[src/sv/shcdf_pkg.sv]
`timescale 1ns / 1ps

package shcdf_pkg;

    localparam logic [7:0] SYNC_FIRST  = 8'h55;
    localparam logic [7:0] SYNC_SECOND = 8'hAA;

    localparam int POS_W = 9;

    // Frame byte positions; from POS_PARAM on, position = POS_PARAM + parameter index
    localparam logic [POS_W-1:0] POS_SYNC1  = 9'd0;
    localparam logic [POS_W-1:0] POS_SYNC2  = 9'd1;
    localparam logic [POS_W-1:0] POS_DEVICE = 9'd2;
    localparam logic [POS_W-1:0] POS_METHOD = 9'd3;
    localparam logic [POS_W-1:0] POS_LENGTH = 9'd4;
    localparam logic [POS_W-1:0] POS_PARAM  = 9'd5;
    localparam logic [POS_W-1:0] POS_LAST   = 9'd260;

    typedef enum logic [1:0] {
        KIND_PARAM   = 2'd0,
        KIND_SUM_OK  = 2'd1,
        KIND_SUM_BAD = 2'd2
    } result_kind_t;

    typedef struct packed {
        logic [7:0]   param_value;
        logic [7:0]   param_index;
        logic [7:0]   param_length;
        logic [7:0]   cmd_code;
        logic [7:0]   node_id;
        result_kind_t result_kind;
    } result_t;

endpackage

[src/sv/sync_header_checksum_deframer_core.sv]
`timescale 1ns / 1ps

// Frame parser for a byte stream of the form 0x55, 0xAA, device id, method, length,
// <length> parameter bytes, checksum. Takes one word per cycle while no skid word is
// held: the frame position, header fields and 8-bit running sum update in the cycle a
// byte is accepted, and any result lands in an output register backed by one skid
// stage, so input keeps flowing while one result waits and stalls only once a second
// result is held. Results are registered, via the skid stage when the output stalls.
// Each parameter byte comes out with kind 0 and its index; the checksum byte comes out as
// kind 1 (sum good) or kind 2 (sum bad) with index and value zero. Sync and header bytes
// give no result; a bad sync byte drops back to hunting for 0x55 without retesting it.
module sync_header_checksum_deframer_core (
    input  logic        clk,
    input  logic        rst_n,
    input  logic        s_axis_tvalid,
    output logic        s_axis_tready,
    input  logic [7:0]  s_axis_tdata,   // [7:0] rx_byte
    output logic        m_axis_tvalid,
    input  logic        m_axis_tready,
    output logic [39:0] m_axis_tdata,   // [7:0] node_id, [15:8] cmd_code,
                                        // [23:16] param_length, [31:24] param_index,
                                        // [39:32] param_value
    output logic [1:0]  m_axis_tuser    // [1:0] result_kind
);

    logic [shcdf_pkg::POS_W-1:0] pos_reg, pos_next;
    logic [7:0] dev_reg, dev_next;
    logic [7:0] meth_reg, meth_next;
    logic [7:0] len_reg, len_next;
    logic [7:0] sum_reg, sum_next;

    shcdf_pkg::result_t out_reg, out_next;
    logic               out_valid_reg, out_valid_next;
    shcdf_pkg::result_t skid_reg, skid_next;
    logic               skid_valid_reg, skid_valid_next;

    logic                        in_fire;
    logic                        res_valid;
    shcdf_pkg::result_t          res;
    logic [shcdf_pkg::POS_W-1:0] idx;
    logic [7:0]                  b;
    logic [7:0]                  sum_add;
    logic                        out_free;

    assign s_axis_tready = !skid_valid_reg;
    assign in_fire       = s_axis_tvalid && s_axis_tready;
    assign b             = s_axis_tdata;
    assign sum_add       = sum_reg + b;
    assign idx           = pos_reg - shcdf_pkg::POS_PARAM;

    always_comb
    begin
        pos_next  = pos_reg;
        dev_next  = dev_reg;
        meth_next = meth_reg;
        len_next  = len_reg;
        sum_next  = sum_reg;
        res_valid = 1'b0;
        res.result_kind  = shcdf_pkg::KIND_PARAM;
        res.node_id      = dev_reg;
        res.cmd_code     = meth_reg;
        res.param_length = len_reg;
        res.param_index  = 8'd0;
        res.param_value  = 8'd0;
        if (in_fire)
        begin
            case (pos_reg)
                shcdf_pkg::POS_SYNC1:
                begin
                    if (b == shcdf_pkg::SYNC_FIRST)
                    begin
                        sum_next = shcdf_pkg::SYNC_FIRST;
                        pos_next = shcdf_pkg::POS_SYNC2;
                    end
                end
                shcdf_pkg::POS_SYNC2:
                begin
                    if (b == shcdf_pkg::SYNC_SECOND)
                    begin
                        sum_next = sum_add;
                        pos_next = shcdf_pkg::POS_DEVICE;
                    end
                    else
                    begin
                        pos_next = shcdf_pkg::POS_SYNC1;
                    end
                end
                shcdf_pkg::POS_DEVICE:
                begin
                    dev_next = b;
                    sum_next = sum_add;
                    pos_next = shcdf_pkg::POS_METHOD;
                end
                shcdf_pkg::POS_METHOD:
                begin
                    meth_next = b;
                    sum_next  = sum_add;
                    pos_next  = shcdf_pkg::POS_LENGTH;
                end
                shcdf_pkg::POS_LENGTH:
                begin
                    len_next = b;
                    sum_next = sum_add;
                    pos_next = shcdf_pkg::POS_PARAM;
                end
                default:
                begin
                    res_valid = 1'b1;
                    if (idx < {1'b0, len_reg})
                    begin
                        res.param_index = idx[7:0];
                        res.param_value = b;
                        sum_next = sum_add;
                        pos_next = pos_reg + 9'd1;
                    end
                    else
                    begin
                        res.result_kind = (sum_reg == b) ? shcdf_pkg::KIND_SUM_OK
                                                         : shcdf_pkg::KIND_SUM_BAD;
                        pos_next = shcdf_pkg::POS_SYNC1;
                    end
                end
            endcase
        end
    end

    // output register with one skid word behind it
    assign out_free = !out_valid_reg || m_axis_tready;

    always_comb
    begin
        out_next        = out_reg;
        out_valid_next  = out_valid_reg;
        skid_next       = skid_reg;
        skid_valid_next = skid_valid_reg;
        if (out_free)
        begin
            if (skid_valid_reg)
            begin
                out_next        = skid_reg;
                out_valid_next  = 1'b1;
                skid_valid_next = 1'b0;
            end
            else
            begin
                out_next       = res;
                out_valid_next = res_valid;
            end
        end
        else if (res_valid)
        begin
            skid_next       = res;
            skid_valid_next = 1'b1;
        end
    end

    always_ff @(posedge clk or negedge rst_n)
    begin
        if (!rst_n)
        begin
            pos_reg        <= shcdf_pkg::POS_SYNC1;
            dev_reg        <= 8'd0;
            meth_reg       <= 8'd0;
            len_reg        <= 8'd0;
            sum_reg        <= 8'd0;
            out_valid_reg  <= 1'b0;
            skid_valid_reg <= 1'b0;
        end
        else
        begin
            pos_reg        <= pos_next;
            dev_reg        <= dev_next;
            meth_reg       <= meth_next;
            len_reg        <= len_next;
            sum_reg        <= sum_next;
            out_valid_reg  <= out_valid_next;
            skid_valid_reg <= skid_valid_next;
        end
    end

    always_ff @(posedge clk)
    begin
        out_reg  <= out_next;
        skid_reg <= skid_next;
    end

    assign m_axis_tvalid = out_valid_reg;
    assign m_axis_tuser  = out_reg.result_kind;
    assign m_axis_tdata  = {out_reg.param_value, out_reg.param_index, out_reg.param_length,
                            out_reg.cmd_code, out_reg.node_id};

`ifndef SYNTHESIS
    // a held skid word implies the output register is occupied
    a_skid_behind_out: assert property (@(posedge clk) disable iff (!rst_n)
        skid_valid_reg |-> out_valid_reg)
        else $error("skid word held with empty output register");

    a_pos_range: assert property (@(posedge clk) disable iff (!rst_n)
        pos_reg <= shcdf_pkg::POS_LAST)
        else $error("frame position out of range");

    // checksum results carry zero index and value
    a_sum_fields: assert property (@(posedge clk) disable iff (!rst_n)
        (m_axis_tvalid && m_axis_tuser != shcdf_pkg::KIND_PARAM)
            |-> (m_axis_tdata[39:24] == 16'd0))
        else $error("checksum result with nonzero index or value");

    // a parameter word's index stays below the declared length
    a_param_index: assert property (@(posedge clk) disable iff (!rst_n)
        (m_axis_tvalid && m_axis_tuser == shcdf_pkg::KIND_PARAM)
            |-> (m_axis_tdata[31:24] < m_axis_tdata[23:16]))
        else $error("parameter index beyond frame length");
`endif

endmodule

[config.mk]
export PLATFORM = sky130hd
export DESIGN_NAME = sync_header_checksum_deframer_core
export DESIGN_NICKNAME = d
export VERILOG_FILES = /design/src/sv/shcdf_pkg.sv /design/src/sv/sync_header_checksum_deframer_core.sv
export SDC_FILE = /design/constraint.sdc
export NUM_CORES = 1
export LEC_CHECK = 0
export BUFFER_PORTS_ARGS = -buffer_cell sky130_fd_sc_hd__buf_4
export CORE_MARGIN = 5
export CORE_UTILIZATION = 30
export DETAILED_ROUTE_END_ITERATION = 7
export PLACE_DENSITY_LB_ADDON = 0.3
export RECOVER_POWER = 25
export SLEW_MARGIN = 20
export SYNTH_ARGS = -nofsm -noshare
export SYNTH_HDL_FRONTEND = slang
export SYNTH_SLANG_ARGS = --single-unit
[constraint.sdc]
create_clock -name clk -period 10.2 [get_ports clk]
set_input_delay 1.02 -clock clk [delete_from_list [all_inputs] [get_ports clk]]
set_output_delay 1.02 -clock clk [all_outputs]
set_load 0.1 [all_outputs]
Word level (Yosys, flattened, before mapping)
Index checks and enable logic that the tools add are counted.
{ "totals": {"ff_bits": 127, "output_inout_bits": 44, "wordCells": 69} }
{ "op_classes": {"n_addsub": 3, "magnitude_cmp": 1, "eq_ne": 9, "n_mux": 21, "bitwise": 1, "reduce_logical": 15} }
{ "ops": {"columns": ["op", "n"], "rows": [
  ["$mux W16", 3],
  ["$pmux W9 S5", 1],
  ["$mux W42", 1],
  ["$mux W8", 3],
  ["$pmux W8 S3", 1],
  ["$eq A9 B2 Y1 const B", 2],
  ["$mux W9", 2],
  ["$mux W2", 5],
  ["$reduce_and A2 Y1", 5],
  ["$add A9 B1 Y9 const B", 1],
  ["$eq A9 B1 Y1 const B", 1],
  ["$eq A9 B3 Y1 const B", 1],
  ["$logic_not A9 Y1", 1],
  ["$lt A9 B8 Y1", 1],
  ["$sub A9 B3 Y9 const B", 1],
  ["$add A8 B8 Y8", 1],
  ["$eq A8 B7 Y1 const B", 1],
  ["$eq A8 B8 Y1", 1],
  ["$eq A8 B8 Y1 const B", 1],
  ["$mux W1", 5],
  ["$reduce_or A5 Y1", 1],
  ["$ne A2 B2 Y1 const B", 2],
  ["$reduce_and A4 Y1", 1],
  ["$reduce_bool A4 Y1", 1],
  ["6 further kinds", 7]
]} }

Longest topological paths before layout
{ "logic_depth": {"word_depth": 6, "depth_mapped": 14, "mapped_depth_nobuf": 13} }

Worst setup path after synthesis
No wires, ideal clock.
{ "synth_timing": {"path_kind": "register to register", "startpoint": "register out_valid_reg (netlist: m_axis_tvalid)", "endpoint": "register skid_reg[0] in the netlist's numbering (enable)", "setup_time_ns": 0.441, "arrival_time_ns": 4.075, "path_slack_ns": 5.684, "stages_incl_launch_ff": 3, "path_cell_list": "dfrtp_1 > nand2b_1 > nor2_1"} }
{ "synth_between": {"elab_chain_len": 4} }
{ "synth_lines": {"columns": ["item", "line_no", "text"], "rows": [
  ["from (decl)", "sync_header_checksum_deframer_core.sv:33", "logic out_valid_reg, out_valid_next;"],
  ["from (signal assigned)", "sync_header_checksum_deframer_core.sv:176", "out_valid_reg <= out_valid_next;"],
  ["$logic_not A1 Y1", "sync_header_checksum_deframer_core.sv:128", "assign out_free = !out_valid_reg || m_axis_tready;"],
  ["$logic_or A1 B1 Y1", "sync_header_checksum_deframer_core.sv:128", null],
  ["via out_free", "sync_header_checksum_deframer_core.sv:43", "logic out_free;"],
  ["$not A1 Y1 (no line)", null, null],
  ["$reduce_and A2 Y1 (no line)", null, null],
  ["to (signal assigned)", "sync_header_checksum_deframer_core.sv:184", "skid_reg <= skid_next;"],
  ["to (decl)", "sync_header_checksum_deframer_core.sv:34", "shcdf_pkg::result_t skid_reg, skid_next;"]
]} }
The timed path passes the listed nets, and every way through them passes these cells.
A chain may end at the register's enable or synchronous reset.

Final worst setup path
{ "layout_timing": {"startpoint": "register skid_valid_reg", "endpoint": "output port s_axis_tready"} }
{ "layout_between": {"elab_chain_len": 1} }
{ "layout_lines": {"columns": ["item", "line_no", "text"], "rows": [
  ["from (decl)", "sync_header_checksum_deframer_core.sv:35", "logic skid_valid_reg, skid_valid_next;"],
  ["from (signal assigned)", "sync_header_checksum_deframer_core.sv:177", "skid_valid_reg <= skid_valid_next;"],
  ["$logic_not A1 Y1", "sync_header_checksum_deframer_core.sv:45", "assign s_axis_tready = !skid_valid_reg;"],
  ["to (decl)", "sync_header_checksum_deframer_core.sv:16", "output logic s_axis_tready,"]
]} }
Every way passes these cells.

==> impl_results.md <==
* Status: finished with violations
* Failing checks: capacitance limit, slew limit
* Die area at 21,700 sq um
* Clk_skew at 0.0124 ns
* Post-CTS setup buffers at 0
* Worst path slowest cell: clkbuf_1
* Die height at 147 um
* Hold buffers post-CTS at 0
* TritonCTS buffer count at 17
* Clock root buffer: clkbuf_16
* Post-route clock period utilization at 40.1%
* Hold crit path type: reg2reg
* CP max stage delay at 1.72 ns
* Commonest cells post-synth: edfxtp_1 (84), dfrtp_1 (43), mux2_2 (41)
* Sinks on Clock Net at 127
* Synth-to-Final Area Change at 21.2%
* Final Max Tran Viols at 96
* Worst Tran Pin Value at 2.58 ns
* CP Launch Type: flip-flop
* Worst-path cell chain: clkbuf_1 > inv_1 > buf_4
* EDFF count, synth at 84
* Post-route DRC violation count at 0
* Placed Instances at 689
* Largest cells by area after synthesis: edfxtp_1 (45%), dfrtp_1 (19%), mux2_2 (8.2%)
* Final Worst Setup Slack at 6.11 ns
* Routability cong. at 0.809
* Nets at 505
* DP Wirelength at 7960 um
* Max reg flops at 42
* Req. time, crit path at 9.18 ns
* R2R depth at 7
* Dpl ws at 6.50 ns
* Number of global-route vias before repair at 3,636
* RR Endpoint: sum_reg[4]
* Fin. Hold Viols at 0
* Drt via density at 4.73
* Clock transition at path regs at 0.05 ns
* Count of cell types in the netlist at 46
* Worst slew margin at -72.3%
* Number of buffers added on ports at 55
* Worst setup path category: reg2out
* Layout Cells excl Fill at 721
* Final WL at 11,700 um
* Largest net degree at the start of global routing at 52
* CP top delay family: buffers and inverters
* Syn_area_per_cell at 13.7 sq um
* GRT Util Overall at 11.4%
* Setup crit end kind: output pin
* Reg2Reg Setup Slack at 6.32 ns
* Final Critical Period at 4.09 ns
* Core area at 18,600 sq um
* Worst Hold Depth at 0
* Worst r2r src: skid_valid_reg
* # IOs at 56
* Hold Path Sink: skid_reg[22]
* Setup TNS at 0 ns
* Vias at 3,413
* Drt wl/cell at 16.3 um
* Initial DRC Count at 179
* Layout cell share with drive strength beyond 1 at 29.8%
* Clock buffer depth at 2
* Synth warnings at 0
* Syn Inst Count at 412
* Top-count cell post-synth: edfxtp_1
* Grt total ovfl at 0
* Number of max-cap violations at 2
* First-pass GRT wire length at 19,300 um
* Sequential-to-total area share from yosys stat at 63.6%
* CTS resizes at 0
* Starting Density at 30.3%
* Mapped cell area at 5660 sq um
* Fmax at 0.244 GHz
* Setup violations, final at 0
* Net Count, Synth at 443
* H-tree Lvls at 4
* Buf/Inv on CP at 3
* Die X at 147 um
* # diodes at 0
* Unrepaired setup endpoints after global routing: false
* Arr. time, crit path at 3.07 ns
* Ys flop type: edfxtp_1
* Std-Cell Rows at 50
* CTS tree: built
* Max FO, Critical Path at 51
* Synth Register Bits at 127
* Clock Latency Late Sink at 0.41 ns
* Synth top area share at 44.6%
* Initial antenna violation count at 0
* Asr flop ratio synth at 33.9%
* Largest area contributor in the netlist: edfxtp_1
* Initial DRT Pass Iterations at 4
* Hold Path Origin: len_reg[4]
* Final ANT Viol Nets at 0
-- metal layers --
metal  vias up  GRT usage [%]  routed length [um]
li1       1630              -                   -
met1      1707           13.6                5170
met2        60           19.4                5950
met3        16           3.27                 392
met4         0           4.52                 229
met5         -              0                   0
-- worst reg2reg max path: stages, from the launching register on --
cell and delay [ns]:
dfrtp_1 0.35, clkbuf_1 1.72, inv_1 0.24, nand2_1 0.30, a31o_2 0.22, a31o_2 0.13
nand2b_1 0.46, mux2_4 0.35
-- kinds of logic (layout without fill, tap and decap cells) --
family                   count (synthesis)  after routing  share of synthesized area, %
flip-flops                             127            127                          63.6
AND/OR/NAND/NOR                        105            105                          9.73
AO/OA/AOI/OAI                           60             60                          6.97
multiplexers                            48             48                          9.93
buffers and inverters                   35            110                          2.63
adder cells (fa/ha/maj)                 19             19                          4.34
XOR/XNOR                                18             18                          2.79
-- layout by cell type (no fill, tap or decap), types with 4 or more instances in the layout --
cell,n
nand3_1,6
nor4bb_1,5
nor3_1,6
nor2_1,25
o21ai_0,17
a21o_1,15
clkbuf_1,5
buf_4,56
nand2_1,31
ha_1,18
inv_1,20
a21oi_1,12
xor2_1,9
mux2_4,6
mux2_2,41
xnor2_1,9
clkinvlp_4,4
and2_1,9
dfrtp_1,43
clkinv_2,4
clkbuf_16,17
edfxtp_1,84
-- worst max-delay path by stage --
stage	from	end	slack, ns	depth (start not counted)
2_1_floorplan	m_axis_tvalid	skid_reg[0]	5.68	2
3_3_place_gp	pos_reg[0]	m_axis_tdata[30]	6.58	13
3_5_place_dp	pos_reg[0]	m_axis_tdata[30]	6.50	13
4_1_cts	pos_reg[0]	m_axis_tdata[30]	6.49	13
5_1_grt	skid_valid_reg	s_axis_tready	5.86	3
6_report	skid_valid_reg	s_axis_tready	6.11	3
-- through the flow --
step | hold WS [ns] | util [%] | cell area (sq um)
after detailed placement | 0.454 | 33.9 | 6320
after CTS | 0.466 | 36.8 | 6860
after global placement | 0.447 | 33.9 | 6320
after floorplan | 0.437 | - | 5660
final | 0.462 | 36.8 | 6860
after global routing | 0.482 | 36.8 | 6860
-- area by class of cell --
| type | instances | area, sq um |
|---|---|---|
| flip-flops and latches | 127 | 3600 |
| inverters | 20 | 75.1 |
| clock buffers | 21 | 450 |
| fillers | 1764 | 11800 |
| well taps | 234 | 293 |
| clock inverters | 11 | 92.6 |
| multi-input cells | 250 | 1920 |
| repair buffers | 58 | 428 |
Power is left out: the tool's default activity adds up to more than one toggle a clock period on the data nets, which glitch-free logic cannot reach.
